File: config.mk
export PLATFORM = sky130hd
export DESIGN_NAME = kwm_front
export DESIGN_NICKNAME = d
export VERILOG_FILES = /design/src/rtl/core/kwm_pkg.sv /design/src/rtl/core/kwm_front.sv
export SDC_FILE = /design/constraint.sdc
export NUM_CORES = 1
export LEC_CHECK = 0
export BUFFER_PORTS_ARGS = -buffer_cell sky130_fd_sc_hd__buf_2
export CAP_MARGIN = 20
export CORE_MARGIN = 4
export CORE_UTILIZATION = 50
export DETAILED_ROUTE_END_ITERATION = 16
export PLACE_DENSITY_LB_ADDON = 0.1
export SKIP_CTS_REPAIR_TIMING = 1
export SYNTH_ARGS = -nofsm -noshare
export SYNTH_HDL_FRONTEND = slang
export SYNTH_SLANG_ARGS = --single-unit
File: constraint.sdc
create_clock -name clk -period 19.3 [get_ports clk]
set_input_delay 0.965 -clock clk [delete_from_list [all_inputs] [get_ports clk]]
set_output_delay 0.965 -clock clk [all_outputs]
set_load 0.03 [all_outputs]
File: src/rtl/core/kwm_pkg.sv
// ----------------------------------------------------------------------------
// kwm_pkg
// Shared types and constants for the k-way record merge unit.
// ----------------------------------------------------------------------------
`default_nettype none

package kwm_pkg;

  localparam logic [1:0] CMD_LOAD  = 2'd0;
  localparam logic [1:0] CMD_BATCH = 2'd1;
  localparam logic [1:0] CMD_CLEAR = 2'd2;

  localparam logic [6:0] MAX_BATCH = 7'd64;

  typedef enum logic [1:0] {
    K_LOAD,
    K_BATCH,
    K_CLEAR
  } kind_e;

  typedef struct packed {
    kind_e       kind;
    logic [2:0]  run;
    logic [63:0] hh;
    logic [15:0] hl;
    logic [6:0]  bmax;
  } cmd_t;

  typedef struct packed {
    logic [2:0]  run;
    logic [9:0]  pos;
    logic [63:0] hh;
    logic [15:0] hl;
    logic        found;
    logic        last;
    logic        ovf;
  } res_t;

endpackage

`default_nettype wire

File: src/rtl/core/kwm_front.sv
// ----------------------------------------------------------------------------
// kwm_front
// Accepts command words, decodes them, drops unknown ones and queues the rest for the back end.
// ----------------------------------------------------------------------------
`default_nettype none

module kwm_front (
  input  wire logic          clk,
  input  wire logic          rst,
  input  wire logic          push,
  output logic               full,
  input  wire logic [1:0]    command,
  input  wire logic [2:0]    run_index,
  input  wire logic [63:0]   header_high,
  input  wire logic [15:0]   header_low,
  input  wire logic [6:0]    batch_max,
  output logic               cq_empty,
  output kwm_pkg::cmd_t      cq_word,
  input  wire logic          cq_pop
);
  import kwm_pkg::*;

  cmd_t       q [2];
  logic       wp, rp;
  logic [1:0] cnt;
  cmd_t       dec;
  logic       keep;
  logic       wr;

  always_comb begin
    dec.run  = run_index;
    dec.hh   = header_high;
    dec.hl   = header_low;
    dec.bmax = (batch_max == 7'd0) ? 7'd1 :
               (batch_max > MAX_BATCH) ? MAX_BATCH : batch_max;
    keep     = 1'b1;
    dec.kind = K_LOAD;
    unique case (command)
      CMD_LOAD:  dec.kind = K_LOAD;
      CMD_BATCH: dec.kind = K_BATCH;
      CMD_CLEAR: dec.kind = K_CLEAR;
      default:   keep = 1'b0;
    endcase
  end

  assign full     = (cnt == 2'd2);
  assign cq_empty = (cnt == 2'd0);
  assign cq_word  = q[rp];
  assign wr       = push && !full && keep;

  always_ff @(posedge clk) begin
    if (rst) begin
      wp  <= 1'b0;
      rp  <= 1'b0;
      cnt <= 2'd0;
    end else begin
      if (wr) begin
        q[wp] <= dec;
        wp    <= ~wp;
      end
      if (cq_pop) rp <= ~rp;
      cnt <= cnt + {1'b0, wr} - {1'b0, cq_pop};
    end
  end

endmodule

`default_nettype wire

==> flow_summary.json <==
{
  "worstReg2RegStart": "cnt[1]",
  "routed_via_density": 4.94,
  "synth_top_area_frac": 0.751,
  "seqPwrFrac": 0.505,
  "cts-root-buf": "clkbuf_16",
  "clock_latency_ns": 0.42,
  "syn_avg_cell_area_um2": 22.8,
  "hold_viol_final": 0,
  "fmax_mhz": 273,
  "grt_max_degree": 66,
  "endpoint_kind": "output pin",
  "post_drt_wl_per_cell_um": 17.9,
  "synthFlopType": "edfxtp_1",
  "p_switching_uw": 226,
  "synth-xor-area-share": 0.00238,
  "top_layer_used": "met5",
  "drive_gt1_frac": 0.592,
  "muxShareOfSynthArea": 0.184,
  "yosysTopAreaCell": "edfxtp_1",
  "synthAdderAreaFrac": 0.00340,
  "numCtsBuffers": 17,
  "wl_met2_mm": 6.43,
  "syn_area_um2": 7360,
  "power_leakage_uw": 0.00351,
  "p_sw_frac": 0.237,
  "area_growth_pct": 22.1,
  "clk_path_buf_depth": 2,
  "preCtsSetupSlack_ns": 16.05,
  "period_share": 0.190,
  "min_period_ns": 3.67,
  "portBuffers": 189,
  "clk_pin_slew_worst_paths_ns": 0.06,
  "synth-edff-count": 184,
  "wl_met3_mm": 1.00,
  "vias": 3561,
  "grt_pass1_wl_mm": 19.0,
  "ant_nets": 0,
  "synth_seq_area_share": 0.765,
  "synth_top_family_by_area": "multiplexers",
  "nets": 623,
  "rsz0062_at_grt": "no",
  "setup_tns_ns": 0,
  "route.detailed.drc": 0,
  "p_per_area_nw_per_um2": 106,
  "synth.distinct_cells": 21,
  "n_fill_cell": 1086,
  "hpwl_mm": 8.65,
  "yosys-top-cells-area": "edfxtp_1, mux2_4, buf_12",
  "hold_class": "flop to flop",
  "ir_worst_vdd_mv": 0.0613,
  "max_cap_violations": 0,
  "core_um2": 14500,
  "yosysMostFrequentCell": "edfxtp_1",
  "regArea_um2": 5630,
  "ys_top_cells_by_count": "edfxtp_1, mux2_4, mux2_2",
  "grt_pass1_vias": 3574,
  "syn-instance-count": 323,
  "ys_warn_count": 0,
  "setup_viol": 0,
  "antenna_found_initial": 2,
  "initial_core_util": 0.508,
  "utilization": 0.620,
  "drt_iter0_drc": 228,
  "layout_setup_ws_ns": 15.63,
  "overflow": 0,
  "worst_slew_pin_slew_ns": 1.07,
  "pin_count": 190,
  "synth_compound_area_frac": 0.000680,
  "combPwrFrac": 0.139,
  "async_reset_ff_frac": 0,
  "wl_met1_mm": 5.11,
  "syn_nets": 421,
  "cts_tree": "done",
  "drv_slew": 0,
  "clock-sinks": 189,
  "slew_headroom": 0.286,
  "dieArea_um2": 16700,
  "outcome": "completed",
  "multi_input_area_um2": 1560,
  "firstDrtPassIters": 4,
  "hold_path_startpoint": "rp",
  "synthSimpleGateAreaFrac": 0.0202,
  "die_x_um": 129,
  "path_class": "flop to output pin",
  "critPathRequiredTime_ns": 18.33,
  "fin_skew_ns": 0.00539,
  "power_frac_clock": 0.356,
  "n_antenna_cell": 0,
  "place_congestion": 0.708,
  "placed_area_um2": 8400,
  "stdcell_area_um2": 8980,
  "ys_ff_latch": 189,
  "cp-start-kind": "flop",
  "rows": 44,
  "die_height_um": 129,
  "power.internal_uw": 727,
  "hold-worst-slack_ns": 0.522,
  "cts-htree-levels": 4,
  "wl_mm": 12.9,
  "cp.arrival_ns": 2.70,
  "grt.total_usage": 0.155,
  "crit_fanout": 57
}
==> through the flow <==
| stage | cells | power, uW |
|---|---|---|
| after floorplan | 323 | 593 |
| after global placement | 690 | 622 |
| after detailed placement | 690 | 625 |
| after CTS | 721 | 963 |
| after global routing | 721 | 990 |
| final | 721 | 953 |
==> worst max-delay path, stage by stage (launching register included) <==
cell and delay (ns):
dfxtp_4 0.75, buf_4 0.92, mux2_4 0.36, buf_2 0.18
==> flip-flops by register name, indices dropped and copies added, names as in the netlist, named ones only <==
name  flops
wp        1
rp        1
cnt       2
q       184
==> final timing paths <==
check                           slack [ns]          end  cells past startpoint
worst max-delay path                 15.63  cq_word[17]                      3
worst min-delay path                  0.52           rp                      2
worst max register to register       17.28     q[1][75]                      4
worst min register to register        0.52           rp                      2
==> logic make-up (layout without fill, tap and decap cells) <==
group / after synthesis / count (layout)
muxes: 93 / 93
AOI/OAI and AO/OA: 1 / 1
and+or+nand+nor: 24 / 24
DFF: 189 / 189
buffers and inverters: 12 / 226
adders and majority gates: 2 / 2
xor gates and xnor gates: 2 / 2
==> area by class of cell <==
| class | instances | area share |
|---|---|---|
| timing repair buffer | 194 | 0.110 |
| tap | 184 | 0.0256 |
| inverter | 1 | 0.000418 |
| clock inverter | 14 | 0.0169 |
| multi-input combinational | 122 | 0.173 |
| sequential | 189 | 0.627 |
| clock buffer | 17 | 0.0474 |
==> per-layer routing <==
layer,track usage,up-vias
li1,-,1674
met1,0.185,1728
met2,0.251,132
met3,0.0548,23
met4,0.0747,4
met5,0,-
==> power groups by stage <==
stage          registers, uW  clock network, uW  logic [uW]
2_1_floorplan            489                  0         104
3_3_place_gp             489                  0         133
3_5_place_dp             490                  0         134
4_1_cts                  482                347         134
5_1_grt                  483                366         141
6_report                 481                339         132
==> placed cells by master (no fill, tap or decap), types with 2 or more instances in the layout <==
cell type	Yosys	final
edfxtp_1	184	184
clkinv_1	0	5
nor2b_1	9	9
mux2_2	12	12
buf_4	0	5
nor3_1	3	2
mux2_4	81	81
clkinv_2	0	2
bufinv_16	0	3
clkbuf_16	0	17
dfxtp_1	5	4
nor2_1	7	7
ha_1	2	2
clkinvlp_4	0	2
buf_2	1	189
Note: power is estimated with default switching activity, not from simulation.
